`config.mk`:
```
export PLATFORM = sky130hd
export DESIGN_NAME = mrtu_frame_core
export DESIGN_NICKNAME = d
export VERILOG_FILES = /design/src/mrtu_pkg.sv /design/src/mrtu_frame_core.sv
export SDC_FILE = /design/constraint.sdc
export NUM_CORES = 1
export LEC_CHECK = 0
export BUFFER_PORTS_ARGS = -buffer_cell sky130_fd_sc_hd__buf_2
export CORE_MARGIN = 4
export CORE_UTILIZATION = 40
export CTS_BUF_LIST = sky130_fd_sc_hd__clkbuf_16
export CTS_CLUSTER_SIZE = 20
export DETAILED_ROUTE_END_ITERATION = 7
export SYNTH_ARGS = -nofsm -noshare
export SYNTH_HDL_FRONTEND = slang
export SYNTH_SLANG_ARGS = --single-unit
```
`constraint.sdc`:
```
create_clock -name clk -period 7 [get_ports clk]
set_clock_uncertainty 0.1 [all_clocks]
set_input_delay 0.7 -clock clk [delete_from_list [all_inputs] [get_ports clk]]
set_output_delay 0.7 -clock clk [all_outputs]
set_load 0.005 [all_outputs]
```
`src/mrtu_pkg.sv`:
```
// Package: types, constants and the CRC and length functions of the Modbus RTU frame checker.
`default_nettype none

package mrtu_pkg;

  // Result status codes
  typedef enum logic [2:0] {
    ST_TOO_SHORT  = 3'd0,
    ST_OTHER_ADDR = 3'd1,
    ST_INCOMPLETE = 3'd2,
    ST_UNKNOWN_FC = 3'd3,
    ST_CRC_ERROR  = 3'd4,
    ST_VALID      = 3'd5
  } status_t;

  typedef struct packed {
    status_t     status;
    logic [7:0]  function_code;
    logic [8:0]  frame_length;
  } result_t;

  // Register indexes on the configuration port (address bit 2)
  localparam logic REG_DEVICE_ADDRESS   = 1'b0;
  localparam logic REG_CHECKS_RESPONSES = 1'b1;

  localparam logic [7:0] DEVICE_ADDRESS_RST = 8'h01;
  localparam logic       CHECKS_RESPONSES_RST = 1'b1;

  // Function codes
  localparam logic [7:0] FC_READ_COILS        = 8'h01;
  localparam logic [7:0] FC_READ_HOLDING      = 8'h03;
  localparam logic [7:0] FC_READ_INPUT        = 8'h04;
  localparam logic [7:0] FC_WRITE_COIL        = 8'h05;
  localparam logic [7:0] FC_WRITE_REG         = 8'h06;
  localparam logic [7:0] FC_WRITE_MULTI_COILS = 8'h0F;
  localparam logic [7:0] FC_WRITE_MULTI_REGS  = 8'h10;
  localparam logic [7:0] FC_EXCEPTION_BASE    = 8'h80;

  // Expected length codes and values
  localparam logic [8:0] LEN_PENDING    = 9'd0;
  localparam logic [8:0] LEN_UNKNOWN    = 9'd1;
  localparam logic [8:0] LEN_MIN_FRAME  = 9'd4;
  localparam logic [8:0] LEN_SHORT_RESP = 9'd5;
  localparam logic [8:0] LEN_FIXED      = 9'd8;
  localparam logic [8:0] LEN_MULTI_BASE = 9'd9;

  // Byte positions of the function code and the count bytes, and the byte count ceiling
  localparam logic [8:0] POS_FUNCTION   = 9'd1;
  localparam logic [8:0] POS_RESP_COUNT = 9'd2;
  localparam logic [8:0] POS_REQ_COUNT  = 9'd6;
  localparam logic [8:0] COUNT_MAX      = 9'd511;

  localparam logic [15:0] CRC_INIT = 16'hFFFF;
  localparam logic [15:0] CRC_POLY = 16'hA001;

  // One byte of reflected CRC-16, bit by bit
  function automatic logic [15:0] crc16_byte(input logic [15:0] crc_in, input logic [7:0] b);
    logic [15:0] c;
    c = crc_in ^ {8'h00, b};
    for (int k = 0; k < 8; k++) begin
      c = c[0] ? ((c >> 1) ^ CRC_POLY) : (c >> 1);
    end
    return c;
  endfunction

  // Length class from the function code: fixed length, pending, or unknown
  function automatic logic [8:0] classify(input logic [7:0] fc, input logic responses);
    logic [8:0] len;
    len = LEN_UNKNOWN;
    if (responses) begin
      if (fc == FC_READ_COILS) begin
        len = LEN_PENDING;
      end else if (fc == FC_WRITE_COIL || fc == FC_WRITE_MULTI_COILS) begin
        len = LEN_FIXED;
      end else if (fc > FC_EXCEPTION_BASE) begin
        len = LEN_SHORT_RESP;
      end
    end else begin
      if (fc == FC_READ_COILS || fc == FC_READ_HOLDING ||
          fc == FC_READ_INPUT || fc == FC_WRITE_REG) begin
        len = LEN_FIXED;
      end else if (fc == FC_WRITE_MULTI_REGS) begin
        len = LEN_PENDING;
      end
    end
    return len;
  endfunction

endpackage

`default_nettype wire

```
`src/mrtu_frame_core.sv`:
```
// Frame state: address, function, expected length, running CRC and the result of a buffer.
`default_nettype none

module mrtu_frame_core (
  input  wire logic             clk,
  input  wire logic             rst,
  input  wire logic             step,
  input  wire logic [7:0]       data_byte,
  input  wire logic             last_byte,
  input  wire logic [7:0]       device_address,
  input  wire logic             checks_responses,
  output mrtu_pkg::result_t     result
);

  logic [8:0]  byte_count;
  logic [15:0] crc_register;
  logic [7:0]  first_byte;
  logic [7:0]  function_byte;
  logic [8:0]  expected_length;
  logic [15:0] received_crc;

  logic [8:0]  byte_count_next;
  logic [15:0] crc_register_next;
  logic [7:0]  first_byte_next;
  logic [7:0]  function_byte_next;
  logic [8:0]  expected_length_next;
  logic [15:0] received_crc_next;

  logic [8:0]  len_class;
  logic        len_known;

  always_comb begin
    first_byte_next    = (byte_count == 9'd0) ? data_byte : first_byte;
    function_byte_next = (byte_count == mrtu_pkg::POS_FUNCTION) ? data_byte : function_byte;

    len_class = (byte_count == mrtu_pkg::POS_FUNCTION)
              ? mrtu_pkg::classify(data_byte, checks_responses) : expected_length;

    // Resolve a pending length from its count byte
    expected_length_next = len_class;
    if (byte_count == mrtu_pkg::POS_RESP_COUNT && len_class == mrtu_pkg::LEN_PENDING &&
        checks_responses && function_byte_next == mrtu_pkg::FC_READ_COILS) begin
      expected_length_next = mrtu_pkg::LEN_SHORT_RESP + {1'b0, data_byte};
    end else if (byte_count == mrtu_pkg::POS_REQ_COUNT &&
                 len_class == mrtu_pkg::LEN_PENDING && !checks_responses &&
                 function_byte_next == mrtu_pkg::FC_WRITE_MULTI_REGS) begin
      expected_length_next = mrtu_pkg::LEN_MULTI_BASE + {1'b0, data_byte};
    end

    len_known = (expected_length_next >= mrtu_pkg::LEN_MIN_FRAME);

    // CRC covers everything before the two check bytes
    if (expected_length_next == mrtu_pkg::LEN_PENDING ||
        (len_known && byte_count < expected_length_next - 9'd2)) begin
      crc_register_next = mrtu_pkg::crc16_byte(crc_register, data_byte);
    end else begin
      crc_register_next = crc_register;
    end

    received_crc_next = received_crc;
    if (len_known) begin
      if (byte_count == expected_length_next - 9'd2) begin
        received_crc_next = {received_crc[15:8], data_byte};
      end else if (byte_count == expected_length_next - 9'd1) begin
        received_crc_next = {data_byte, received_crc[7:0]};
      end
    end

    byte_count_next = (byte_count == mrtu_pkg::COUNT_MAX) ? mrtu_pkg::COUNT_MAX
                    : byte_count + 9'd1;

    // Status, in order of precedence
    result.frame_length  = 9'd0;
    result.function_code = (byte_count_next >= 9'd2) ? function_byte_next : 8'h00;
    if (byte_count_next < 9'd2) begin
      result.status = mrtu_pkg::ST_TOO_SHORT;
    end else if (first_byte_next != device_address) begin
      result.status = mrtu_pkg::ST_OTHER_ADDR;
    end else if (expected_length_next == mrtu_pkg::LEN_UNKNOWN) begin
      result.status = mrtu_pkg::ST_UNKNOWN_FC;
    end else if (expected_length_next == mrtu_pkg::LEN_PENDING) begin
      result.status = mrtu_pkg::ST_INCOMPLETE;
    end else begin
      result.frame_length = expected_length_next;
      if (expected_length_next > byte_count_next) begin
        result.status = mrtu_pkg::ST_INCOMPLETE;
      end else if (crc_register_next == received_crc_next) begin
        result.status = mrtu_pkg::ST_VALID;
      end else begin
        result.status = mrtu_pkg::ST_CRC_ERROR;
      end
    end
  end

  // Clear all buffer state after the last byte
  always_ff @(posedge clk) begin
    if (rst || (step && last_byte)) begin
      byte_count      <= 9'd0;
      crc_register    <= mrtu_pkg::CRC_INIT;
      first_byte      <= 8'h00;
      function_byte   <= 8'h00;
      expected_length <= mrtu_pkg::LEN_PENDING;
      received_crc    <= 16'h0000;
    end else if (step) begin
      byte_count      <= byte_count_next;
      crc_register    <= crc_register_next;
      first_byte      <= first_byte_next;
      function_byte   <= function_byte_next;
      expected_length <= expected_length_next;
      received_crc    <= received_crc_next;
    end
  end

endmodule

`default_nettype wire

```
**Word level (Yosys, flattened, before mapping)**

Cells that the tools add are included.

- Bits in read-only memories: 0
- RAM bits: 0
- Output and inout bits: 20
- Flip-flop bits (word level): 66
- Memories: 0
- Input bits: 21
- Logic and storage cells: 97
- Latch bits: 0

- Add/subtract/negate cells: 5
- Reductions and logical operators: 18
- Multiplexer cells: 35
- Multipliers: 0
- Order comparisons: 6
- Shift operators: 0
- Equality and inequality tests: 18
- Bitwise gates (word level): 9
- Div/mod/pow operators: 0

Operators by type and width:

| operator | count |
|---|---|
| $mux 16 | 12 |
| $mux 9 | 12 |
| $logic_not 9->1 | 3 |
| $eq 8x3->1 const B | 3 |
| $mux 8 | 3 |
| $not 2->3 | 8 |
| $eq 9x1->1 const B | 2 |
| $eq 9x9->1 | 2 |
| $mux 3 | 6 |
| $eq 16x16->1 | 1 |
| $eq 8x1->1 const B | 2 |
| $eq 8x5->1 const B | 2 |
| $xor 16x8->16 | 1 |
| $add 3x8->9 const A | 1 |
| $add 4x8->9 const A | 1 |
| $add 9x1->9 const B | 1 |
| $eq 9x2->1 const B | 1 |
| $eq 9x3->1 const B | 1 |
| $eq 9x9->1 const B | 1 |
| $ge 9x2->1 const B | 1 |
| $ge 9x3->1 const B | 1 |
| $gt 9x9->1 | 1 |
| $lt 9x2->1 const B | 1 |
| $lt 9x9->1 | 1 |
| other kinds (10) | 23 |

**Longest topological paths before layout**

- Depth after elaboration: 25
- Mapped depth: 27
- Gate-level depth less buffers: 24

**Least setup slack after synthesis**

OpenSTA, ideal clock, no wires.

- Kind: input to output
- Start: in data_byte[0]
- End: out result[17] (netlist name)
- Path buffers: 3
- Data arrival time: 5.630 ns
- Cell stages on the path: 26
- Required time: 6.200 ns
- Slack: 0.570 ns
- Cell sequence: buf_1 > inv_1 > ha_1 > nor3b_1 > nor3_1 > a2111oi_2 > o21ai_0 > a211oi_1 > a22oi_1 > ha_1 > ha_1 > o21a_1 > o21a_1 > o21a_1 > o21ai_0 > nand2b_1 > a21oi_1 > o21ai_0 > o21a_1 > buf_4 > buf_8 > mux2i_1 > xor2_1 > nor4_1 > nand3_1 > o31ai_2

RTL lines:

| what | RTL line | text |
|---|---|---|
| start: declaration | mrtu_frame_core.sv:8 | `input wire logic [7:0] data_byte,` |
| end: declaration | mrtu_frame_core.sv:12 | `output mrtu_pkg::result_t result` |

==> flow_summary.ini <==
[detailed_routing]
drc = 0
avgRoutedWirePerCell_um = 17.5
routed_wl_um = 17100
antenna_left = 0
dr.first_iter.drc_count = 302
drtPass1Iterations = 5
via_per_inst = 5.62
num_vias = 5477

[sta]
report.final.setup_viol = 0
finalCritPeriodShare = 0.953
min_period_ns = 6.67
hold_slack_ns = 0.372
tns_ns = 0
tightest_slew_ns = 1.38
fin_ws_ns = 0.328
hold_viol_final = 0
fmax_ghz = 0.150
slew_headroom = 0.0828
drv_slew = 0

[global_route]
overflow = 0
grt_max_degree = 51
grt_pass1_vias = 5321
grt_pass1_wl_um = 27700
track_usage = 0.212
antenna_found_initial = 0

[power_and_ir_drop]
clock_power_share = 0.359
seqPwrFrac = 0.303
vdd_drop_max_v = 0.000157
p_int_uw = 897
p_leak_nw = 2.81
swShare = 0.345
p_per_area_nw_per_um2 = 209
p_comb_frac = 0.338
p_sw_uw = 473

[placement]
place.gp.congestion = 0.919
hpwl_um = 12600
port_buffers = 40
dp_slack_ns = 0.125

[synthesis]
netlist_area_um2 = 5730
async_flop_share = 0
avgSynthCellArea_um2 = 7.55
postSynthRegisterBits = 66
syn_inst = 759
syn-num-nets = 811
seq_area_frac_synth = 0.231
yosys_most_used_dff = dfxtp_1
synth_edf_count = 0
synth_cell_type_count = 72
ys_warn_count = 0

[cells_and_area]
final_nets = 842
final_core_util = 0.470
drive_above_1_share = 0.160
final_cell_mix = nand2_1, nor2_1, dfxtp_1
antennaDiodeCount = 0
area_growth_pct = 14.2
layout_commonest_cell = nand2_1

[clocking]
cts.sinks = 66
cts_inserted_buffers = 9
clkTransAtPathRegs_ns = 0.06
root_buffer = clkbuf_16
htree_num_levels = 3
clock_path_buffers = 2
cts_tree = done
clkLatencyLatePin_ns = 0.35

[die]
fp.dieArea_um2 = 16300
rows = 43
die_y_um = 128
start_util = 0.411
die_w_um = 128
coreArea_um2 = 13900
io_pins = 41

[run]
drv_cap = 0

[worst_setup_path]
cp-start-kind = input port
critPathMostFrequentCell = o21a_1
cp_max_fo = 24
crit_required_ns = 6.20
crit_type = in2out
cp.arrival_ns = 5.87
critPathMaxStageDelay_ns = 0.39
cp-end-kind = output pin
worst_path_max_delay_cell = a2111oi_2

[outcome]
status = finished, final reports clean

[hold_path]
holdCritPathClass = reg2reg
[power groups by stage]
stage / Sequential [mW] / Combinational [mW] / Clock [mW]
4_1_cts: 0.414 / 0.455 / 0.499
6_report: 0.415 / 0.464 / 0.491
3_3_place_gp: 0.422 / 0.446 / 0
2_1_floorplan: 0.415 / 0.355 / 0
3_5_place_dp: 0.422 / 0.450 / 0
5_1_grt: 0.418 / 0.511 / 0.515
[worst paths after layout]
path / start / depth (start not counted) / end / slack (ns)
setup / recovery: data_byte[0] / 27 / result[17] / 0.33
hold / removal: function_byte[5] / 2 / function_byte[5] / 0.37
setup reg to reg: byte_count[0] / 22 / crc_register[8] / 1.72
hold reg to reg: function_byte[5] / 2 / function_byte[5] / 0.37
[logic make-up (layout without fill, tap and decap cells)]
| logic type | Yosys count | in the layout | synth area share |
|---|---|---|---|
| and+or+nand+nor | 320 | 320 | 0.272 |
| AOI/OAI and AO/OA | 141 | 141 | 0.168 |
| buffers and inverters | 78 | 114 | 0.0618 |
| xor gates and xnor gates | 69 | 69 | 0.105 |
| DFF | 66 | 66 | 0.231 |
| muxes | 54 | 54 | 0.0943 |
| adders and majority gates | 31 | 31 | 0.0677 |
[per-stage QoR]
| step | cells | power (mW) | cell area (um^2) |
|---|---|---|---|
| after CTS | 974 | 1.37 | 6490 |
| final | 975 | 1.37 | 6550 |
| after floorplan | 759 | 0.770 | 5730 |
| after global placement | 958 | 0.868 | 6170 |
| after global routing | 975 | 1.44 | 6550 |
| after detailed placement | 958 | 0.873 | 6170 |
[repair_timing]
action / 4_1_cts / 5_1_grt
endpoints found under the setup margin: 1 / 1
pin swaps: 0 / 2
resized for setup: 1 / 15
setup buffers: 0 / 1
hold endpoints to repair: 0 / 0
hold buffers: 0 / 0
[cells in the mapped netlist, types with 3 or more instances]
| cell type | instances | area (um^2) |
|---|---|---|
| a211oi_1 | 13 | 97.6 |
| a21oi_1 | 47 | 235 |
| a31oi_1 | 6 | 37.5 |
| a41oi_1 | 4 | 35.0 |
| and2_1 | 7 | 43.8 |
| and3_1 | 8 | 50.1 |
| buf_1 | 6 | 22.5 |
| buf_2 | 12 | 60.1 |
| buf_4 | 5 | 37.5 |
| clkbuf_1 | 32 | 120 |
| dfxtp_1 | 66 | 1320 |
| ha_1 | 31 | 388 |
| inv_1 | 17 | 63.8 |
| mux2i_1 | 54 | 541 |
| nand2_1 | 99 | 372 |
| nand2b_1 | 9 | 56.3 |
| nand3_1 | 28 | 140 |
| nand4_1 | 9 | 56.3 |
| nor2_1 | 98 | 368 |
| nor2b_1 | 7 | 43.8 |
| nor3_1 | 14 | 70.1 |
| nor3b_1 | 6 | 45.0 |
| nor4_1 | 11 | 68.8 |
| nor4_2 | 3 | 37.5 |
| nor4b_1 | 4 | 35.0 |
| o211ai_1 | 11 | 82.6 |
| o21a_1 | 11 | 82.6 |
| o21ai_0 | 20 | 100 |
| or2_2 | 3 | 18.8 |
| xnor2_1 | 38 | 333 |
| xor2_1 | 31 | 272 |
[cell type report]
type                       count  area [um^2]
clock buffer                   9          225
clock inverter                 7         92.6
fill                        1365         7390
inverter                      19         71.3
multi-input combinational    615         4110
sequential                    66         1320
tap                          180          225
timing repair buffer          79          505
[critical path, delay by kind of cell]
family	cells	cell delay (ns)
compound gates	13	2.68
fa+ha+maj	3	0.88
buf+inv	5	0.75
simple gates	4	0.57
xor+xnor	1	0.16
mux	1	0.14
[flip-flops by register name (all words and copies together), names as in the netlist]
register and flops:
byte_count 9, function_byte 8, received_crc 16, first_byte 8, expected_length 9, crc_register 16
[per-layer routing]
layer  up-vias  wire length, um  GRT usage
li1       2707                -          -
met1      2598             7510      0.273
met2       145             8260      0.355
met3        27              960     0.0433
met4         0              355     0.0705
met5         -                0          0
No activity file was read; power rests on OpenSTA's default activity.
